File: src/rtl/hts_pkg.sv
// Shared types and constants for the heap timer scheduler.
package hts_pkg;

	// Input operation codes.
	localparam logic [1:0] OP_SCAN  = 2'd0;
	localparam logic [1:0] OP_SET   = 2'd1;
	localparam logic [1:0] OP_KILL  = 2'd2;
	localparam logic [1:0] OP_CLEAR = 2'd3;

	// Result kinds.
	localparam logic [1:0] KIND_SET_OK    = 2'd0;
	localparam logic [1:0] KIND_REJ_COUNT = 2'd1;
	localparam logic [1:0] KIND_REJ_FULL  = 2'd2;
	localparam logic [1:0] KIND_FIRED     = 2'd3;

	// Configuration register indexes.
	localparam logic [1:0] REG_RUNNING = 2'd0;
	localparam logic [1:0] REG_MIN_GAP = 2'd1;
	localparam logic [1:0] REG_SLACK   = 2'd2;

	localparam logic [31:0] FOREVER = 32'hFFFF_FFFF;
	localparam int MAX_RESULTS = 64;
	localparam logic [31:0] MIN_GAP_RESET = 32'd100;
	localparam logic [15:0] SLACK_RESET = 16'd5;

	// One classified command handed from the front end to the heap engine.
	typedef struct packed {
		logic [1:0]  op;
		logic [47:0] now;
		logic [31:0] gap;
		logic [31:0] cnt;
		logic [31:0] kid;
	} cmd_t;

	// One heap entry.
	typedef struct packed {
		logic [31:0] id;
		logic [31:0] cnt;
		logic [31:0] gap;
		logic [47:0] last;
		logic        killed;
	} entry_t;

	localparam int ENTRY_W = $bits(entry_t);

	// Heap engine states.
	typedef enum logic [3:0] {
		ST_IDLE,
		ST_KILL_RD,
		ST_KILL_CHK,
		ST_SCAN_RD,
		ST_SCAN_CHK,
		ST_POP_RD,
		ST_DOWN_RD,
		ST_DOWN_CHK,
		ST_DOWN_CMP,
		ST_UP_RD,
		ST_UP_CHK,
		ST_EMIT
	} state_t;

endpackage

File: src/rtl/hts_front.sv
// Front end: accepts items and queues classified commands for the heap engine.
module hts_front #(
	parameter int QDEPTH = 2
) (
	input  logic           clk,
	input  logic           arst_n,
	input  logic           in_valid,
	output logic           in_stall,
	input  logic [1:0]     opcode,
	input  logic [47:0]    now_ms,
	input  logic [31:0]    gap_ms,
	input  logic [31:0]    run_count,
	input  logic [31:0]    kill_id,
	output logic           cmd_valid,
	input  logic           cmd_take,
	output hts_pkg::cmd_t  cmd
);

	localparam int PW = $clog2(QDEPTH);

	hts_pkg::cmd_t   q_q [QDEPTH];
	logic [PW-1:0]   wp_q, rp_q;
	logic [PW:0]     cnt_q;
	logic            push;
	logic            pop;
	hts_pkg::cmd_t   in_cmd;

	assign in_stall  = (cnt_q == (PW+1)'(QDEPTH));
	assign push      = in_valid && !in_stall;
	assign cmd_valid = (cnt_q != '0);
	assign pop       = cmd_valid && cmd_take;
	assign cmd       = q_q[rp_q];

	// Pack the item into a command.
	always_comb begin
		in_cmd.op  = opcode;
		in_cmd.now = now_ms;
		in_cmd.gap = gap_ms;
		in_cmd.cnt = run_count;
		in_cmd.kid = kill_id;
	end

	// Queue storage.
	always_ff @(posedge clk) begin
		if (push) begin
			q_q[wp_q] <= in_cmd;
		end
	end

	// Queue pointers.
	always_ff @(posedge clk or negedge arst_n) begin
		if (!arst_n) begin
			wp_q  <= '0;
			rp_q  <= '0;
			cnt_q <= '0;
		end else begin
			if (push) begin
				wp_q <= (wp_q == PW'(QDEPTH - 1)) ? '0 : wp_q + 1'b1;
			end
			if (pop) begin
				rp_q <= (rp_q == PW'(QDEPTH - 1)) ? '0 : rp_q + 1'b1;
			end
			cnt_q <= cnt_q + {{PW{1'b0}}, push} - {{PW{1'b0}}, pop};
		end
	end

endmodule

File: config.mk
export PLATFORM = sky130hd
export DESIGN_NAME = hts_front
export DESIGN_NICKNAME = d
export VERILOG_FILES = /design/src/rtl/hts_pkg.sv /design/src/rtl/hts_front.sv
export SDC_FILE = /design/constraint.sdc
export NUM_CORES = 1
export LEC_CHECK = 0
export BUFFER_PORTS_ARGS = -buffer_cell sky130_fd_sc_hd__buf_2
export CORE_MARGIN = 1
export CORE_UTILIZATION = 56
export CTS_CLUSTER_SIZE = 12
export DETAILED_ROUTE_END_ITERATION = 7
export GPL_TIMING_DRIVEN = 0
export PLACE_DENSITY = 0.84
export REMOVE_ABC_BUFFERS = 1
export SLEW_MARGIN = 20
export SYNTH_ARGS = -nofsm -noshare
export SYNTH_HDL_FRONTEND = slang
export SYNTH_SLANG_ARGS = --single-unit
File: constraint.sdc
create_clock -name clk -period 17.33 [get_ports clk]
set_clock_uncertainty 0.15 [all_clocks]
set_input_delay 4.3325 -clock clk [delete_from_list [all_inputs] [get_ports clk]]
set_output_delay 4.3325 -clock clk [all_outputs]
set_load 0.1 [all_outputs]
# Word-level counts from Yosys, hierarchy flattened
# Memories as Yosys holds them, arrays and structs flattened.
# Cells that the tools add are included.
[op_classes]
addsub = 4
eq_ne = 1
n_mux = 4
reduce_logical = 4
[op_table]
columns = ["cell", "n"]
rows = [
  ["1-bit 2-to-1 mux", 4],
  ["1-bit adder, second input constant", 2],
  ["2-bit by 1-bit adder with 2-bit output", 1],
  ["2-bit == test, second input constant", 1],
  ["1-bit logical AND", 2],
  ["2-bit nonzero test", 1],
  ["2-bit by 1-bit subtractor with 2-bit output", 1],
  ["1-bit logical NOT", 1],
]
[totals]
ff_bits = 4
ram_bits = 292
output_inout_bits = 148
mem_count = 1
[mem_list]
columns = ["memory", "words", "word_bits", "rd", "rd_clocked_by_memory_dff", "write_ports", "line_no", "rtl"]
rows = [
  ["q_q", 2, 146, 1, 0, 1, "hts_front.sv:21", "hts_pkg::cmd_t q_q [QDEPTH];"],
]

# Longest topological paths before layout
# Gate-level depths: netlist (run 1).
[logic_depth]
word_depth = 5
ltp_mapped = 7

# Worst setup path before layout (run 1)
# Ideal clock, no wire load.
[synth_timing]
path_kind = "input to register"
start = "input in_valid"
end = "memory q_q[0][0] in the netlist's numbering (enable)"
t_arrival_ns = 10.488
required_time_ns = 16.527
slack_ns = 6.038
cell_stages = 2
cell_sequence = "nand2_1 -> nor2_1"
[synth_via]
elab_chain_len = 3
[synth_lines]
columns = ["element", "line_no", "rtl"]
rows = [
  ["start, declared", "hts_front.sv:7", "input logic in_valid,"],
  ["1-bit logical AND", "hts_front.sv:29", "assign push = in_valid && !in_stall;"],
  ["1-bit 2-to-1 mux", "hts_front.sv:45", "if (push) begin"],
  ["1-bit 2-to-1 mux (implied by the code)", "hts_front.sv:46", "q_q[wp_q] <= in_cmd;"],
  ["end, declared", "hts_front.sv:21", ""],
]
# Every way passes these cells.

==> results of run 1 <==
## logic make-up after synthesis
| logic type | after synthesis | synth area share |
|---|---|---|
| adder cells (fa/ha/maj) | 2 | 0.00232 |
| buffers and inverters | 18 | 0.0168 |
| multiplexers | 146 | 0.152 |
| flip-flops | 296 | 0.822 |
| XOR/XNOR | 4 | 0.00325 |
| AND/OR/NAND/NOR | 6 | 0.00325 |
## sequential cells by signal, summed over array words and instances (netlist names)
name   flops
wp_q       1
cnt_q      2
rp_q       1
q_q      292
## area by class of cell
| type | instances | area (sq um) |
|---|---|---|
| Clock buffer | 36 | 795 |
| Clock inverter | 8 | 62.6 |
| Fill cell | 1112 | 5230 |
| Inverter | 2 | 7.51 |
| Multi-Input combinational cell | 158 | 1750 |
| Sequential cell | 296 | 8870 |
| Tap cell | 234 | 293 |
| Timing Repair Buffer | 308 | 1760 |
## through the flow
| step | std cells | hold WS [ns] | worst slack (ns) | utilization |
|---|---|---|---|---|
| finish | 1042 | 0.344 | 10.37 | 0.722 |
| global route | 1042 | 0.379 | 10.26 | 0.722 |
| CTS | 1042 | 0.344 | 10.34 | 0.722 |
| detailed placement | 998 | 0.338 | 10.91 | 0.676 |
| global placement | 987 | 0.320 | 3.33 | 0.660 |
| floorplan | 456 | 0.301 | 6.04 | - |
## cell usage in the layout (no fill, tap or decap), types with 2 or more instances in the layout
master	count
inv_1	2
clkinv_1	4
clkinv_2	2
clkbuf_16	31
edfxtp_1	292
ha_1	2
mux2_2	146
xnor2_1	3
clkbuf_1	5
buf_2	297
dfrtp_1	3
buf_16	8
buf_12	2
## critical path, stage by stage (launching register included)
cell and delay, ns:
dfrtp_4 0.86, buf_16 0.33, mux2_2 0.39, buf_2 0.30
## worst paths after layout
path	startpoint	to	slack [ns]	depth (start not counted)
max	rp_q	cmd[141]	10.37	3
min	cnt_q[1]	cnt_q[1]	0.34	1
max reg2reg	cnt_q[1]	q_q[0][21]	15.13	6
min reg2reg	cnt_q[1]	cnt_q[1]	0.34	1
min in group asynchronous	arst_n	wp_q	3.45	1
max in group asynchronous	arst_n	rp_q	13.44	1
## per-layer routing
layer | GRT usage | share of wire | vias to the layer above
met4 | 0.0892 | 0.038 | 2
met2 | 0.356 | 0.51 | 254
met3 | 0.0703 | 0.082 | 58
met5 | 0 | 0.00039 | -
met1 | 0.226 | 0.37 | 2665
li1 | - | - | 2536
==> impl_metrics.json, run 1 <==
{
  "status": "finished clean",
  "cp_max_fo": 55,
  "drt_wl_total_microns": 20500,
  "fmax_mhz": 144,
  "placed_cell_area_sq_um": 12700,
  "period_minus_slack_ns": 6.96,
  "floorplan.rows": 50,
  "die_h_microns": 141,
  "die_area_sq_um": 19800,
  "worst_slew_pin_slew_ns": 0.764,
  "synth_commonest_cells": "edfxtp_1 (292), mux2_2 (146), buf_6 (15)",
  "syn_avg_cell_area_sq_um": 22.9,
  "grt-ovfl-total": 0,
  "post-route-drc-count": 0,
  "hold_buffers": 0,
  "slew_headroom": 0.491,
  "drtAntennaViolNets": 0,
  "ys_types": 15,
  "diodes": 0,
  "io-pin-count": 298,
  "grt.total_usage": 0.204,
  "cts-root-buf": "clkbuf_16",
  "drive_gt1_frac": 0.611,
  "cts_resized": 0,
  "core_area_sq_um": 18800,
  "yosys-top-cells-area": "edfxtp_1 (81%), mux2_2 (15%), buf_6 (1.6%)",
  "synth.top_cell.area_share": 0.813,
  "clkLatencyLatePin_ns": 0.53,
  "setup_violations": 0,
  "synth_most_common_cell": "edfxtp_1",
  "post-cts-setup-buffers": 0,
  "hold_class": "register to register",
  "end_kind": "output pin",
  "cp_data_arrival_time_ns": 2.48,
  "grt_pass1_vias": 5920,
  "fin_area_sq_um": 13500,
  "critPathLaunchType": "register",
  "cts_buffer_depth": 3,
  "synthCells": 472,
  "io_buffers": 297,
  "antenna_found_initial": 1,
  "yosys.area.top_type": "edfxtp_1",
  "crit_type": "register to output pin",
  "viasPerCell": 5.29,
  "numClockSinks": 296,
  "fin_nets": 948,
  "first_pass_iters": 4,
  "synth-seq-cells": 296,
  "dp_hpwl_microns": 13900,
  "yosysWarningCount": 0,
  "rsz0062_at_grt": "false",
  "hold_violations": 0,
  "vias": 5515,
  "post-route-period-util": 0.402,
  "wl_per_cell_microns": 19.6,
  "die_x_microns": 141,
  "gp_congestion": 0.743,
  "cts_htree_levels": 1,
  "synth_edf_count": 292,
  "drv_cap": 0,
  "cts_made_buffers": 30,
  "path_clk_slew_ns": 0.05,
  "cts_tree": "yes",
  "maxSlewViolCount": 0,
  "setup_tns_ns": 0,
  "ys.flop_type": "edfxtp_1",
  "worstPathRequired_ns": 12.85,
  "seq_area_frac_synth": 0.822,
  "grt_max_degree": 58,
  "syn_to_final_growth_pct": 25.5,
  "grt_pass1_wl_microns": 30800,
  "netlist_area_sq_um": 10800,
  "drt_iter0_drc": 223,
  "async_reset_ff_frac": 0.0135,
  "start_util": 0.575
}
Power of run 1 is not shown: default switching activity piles up to over one toggle a cycle in this logic, so the estimate is an artifact.
==> run 2: changes to the inputs <==
--- a/config.mk
+++ b/config.mk
@@ -7,11 +7,11 @@
 export LEC_CHECK = 0
 export BUFFER_PORTS_ARGS = -buffer_cell sky130_fd_sc_hd__buf_2
 export CORE_MARGIN = 1
-export CORE_UTILIZATION = 56
+export CORE_UTILIZATION = 52
 export CTS_CLUSTER_SIZE = 12
 export DETAILED_ROUTE_END_ITERATION = 7
 export GPL_TIMING_DRIVEN = 0
-export PLACE_DENSITY = 0.84
+export PLACE_DENSITY = 0.78
 export REMOVE_ABC_BUFFERS = 1
 export SLEW_MARGIN = 20
 export SYNTH_ARGS = -nofsm -noshare
==> constraint.sdc (replaced) <==
create_clock -name clk -period 7.27 [get_ports clk]
set_clock_uncertainty 0.15 [all_clocks]
set_input_delay 1.8175 -clock clk [delete_from_list [all_inputs] [get_ports clk]]
set_output_delay 1.8175 -clock clk [all_outputs]
set_load 0.1 [all_outputs]
==> impl_metrics.json, run 2 (same netlist as run 1, synthesis figures left out) <==
{
  "drt_iter0_drc": 228,
  "io_buffers": 297,
  "viasPerCell": 5.09,
  "status": "finished clean",
  "maxSlewViolCount": 0,
  "path_clk_slew_ns": 0.06,
  "fmax_mhz": 224,
  "antenna_found_initial": 3,
  "hold_buffers": 0,
  "worst_slew_pin_slew_ns": 0.796,
  "drive_gt1_frac": 0.609,
  "core_area_sq_um": 20300,
  "end_kind": "output pin",
  "wl_per_cell_microns": 18.3,
  "drv_cap": 0,
  "grt-ovfl-total": 0,
  "die_h_microns": 146,
  "gp_congestion": 0.753,
  "slew_headroom": 0.470,
  "cp_data_arrival_time_ns": 2.49,
  "setup_tns_ns": 0,
  "first_pass_iters": 4,
  "cts_htree_levels": 1,
  "rsz0062_at_grt": "false",
  "period_minus_slack_ns": 4.46,
  "drtAntennaViolNets": 0,
  "start_util": 0.531,
  "cts_resized": 0,
  "setup_violations": 0,
  "post-route-period-util": 0.613,
  "fin_nets": 946,
  "syn_to_final_growth_pct": 25.0,
  "grt_pass1_wl_microns": 29900,
  "dr_wl_met2_microns": 9920,
  "met3WireLength_microns": 1890,
  "dp_hpwl_microns": 13400,
  "die_area_sq_um": 21300,
  "routed.top_layer": "met4",
  "wl_met1_microns": 7290,
  "cts_tree": "yes",
  "critPathLaunchType": "register",
  "crit_type": "register to output pin",
  "floorplan.rows": 52,
  "grt_max_degree": 54,
  "holdPathStages": 1,
  "hold_violations": 0,
  "largestRegisters": "q_q: 292 flops, cnt_q: 2 flops",
  "cts_made_buffers": 29,
  "final_util": 0.664,
  "cts-root-buf": "clkbuf_16",
  "io-pin-count": 298,
  "cts_buffer_depth": 3,
  "die_x_microns": 146,
  "grt_pass1_vias": 5840,
  "post-route-drc-count": 0,
  "top_register": "q_q",
  "numClockSinks": 296,
  "worstPathRequired_ns": 5.30,
  "r2r_setup_slack_ns": 4.93,
  "drt_wl_total_microns": 19700,
  "largest_reg_flops": 292,
  "ff2ff_path_depth": 5,
  "mostFrequentLayoutCell": "buf_2",
  "layout_common_cells": "buf_2 (297), edfxtp_1 (292), mux2_2 (146)",
  "hold_class": "register to register",
  "grt.total_usage": 0.181,
  "post-cts-setup-buffers": 0,
  "cp_max_fo": 49,
  "vias": 5470,
  "clkLatencyLatePin_ns": 0.53
}
[run 2: final cells by class]
class / instances / area (sq um)
Antenna cell: 2 / 5.00
Clock buffer: 34 / 744
Clock inverter: 6 / 28.8
Fill cell: 1372 / 6810
Inverter: 2 / 7.51
Multi-Input combinational cell: 158 / 1750
Sequential cell: 296 / 8870
Tap cell: 270 / 338
Timing Repair Buffer: 307 / 1740
[run 2: worst paths after layout]
kind                           from   endpoint
max                            rp_q   cmd[126]
min                        cnt_q[1]   cnt_q[1]
max reg2reg                cnt_q[1]  q_q[0][1]
min reg2reg                cnt_q[1]   cnt_q[1]
max in group asynchronous    arst_n       rp_q
min in group asynchronous    arst_n       rp_q
[run 2: per-stage QoR]
step | instance area, sq um | instances | hold slack [ns] | setup slack (ns)
global placement | 12400 | 1023 | 0.318 | -4.30
detailed placement | 12700 | 1033 | 0.359 | 3.36
floorplan | 10600 | 456 | 0.301 | -1.51
CTS | 13500 | 1073 | 0.365 | 2.76
global route | 13500 | 1073 | 0.375 | 2.71
finish | 13500 | 1075 | 0.360 | 2.81
[run 2: critical path, cell delays in order (launching register included)]
cell     delay (ns)
dfrtp_4        0.89
buf_16         0.30
mux2_2         0.39
buf_2          0.30
[run 2: metal layers]
metal | global-route usage | vias up
met1 | 0.206 | 2666
met3 | 0.0606 | 44
met4 | 0.0672 | 0
met5 | 0 | -
li1 | - | 2521
met2 | 0.316 | 239
Power of run 2 is left out for the same reason.
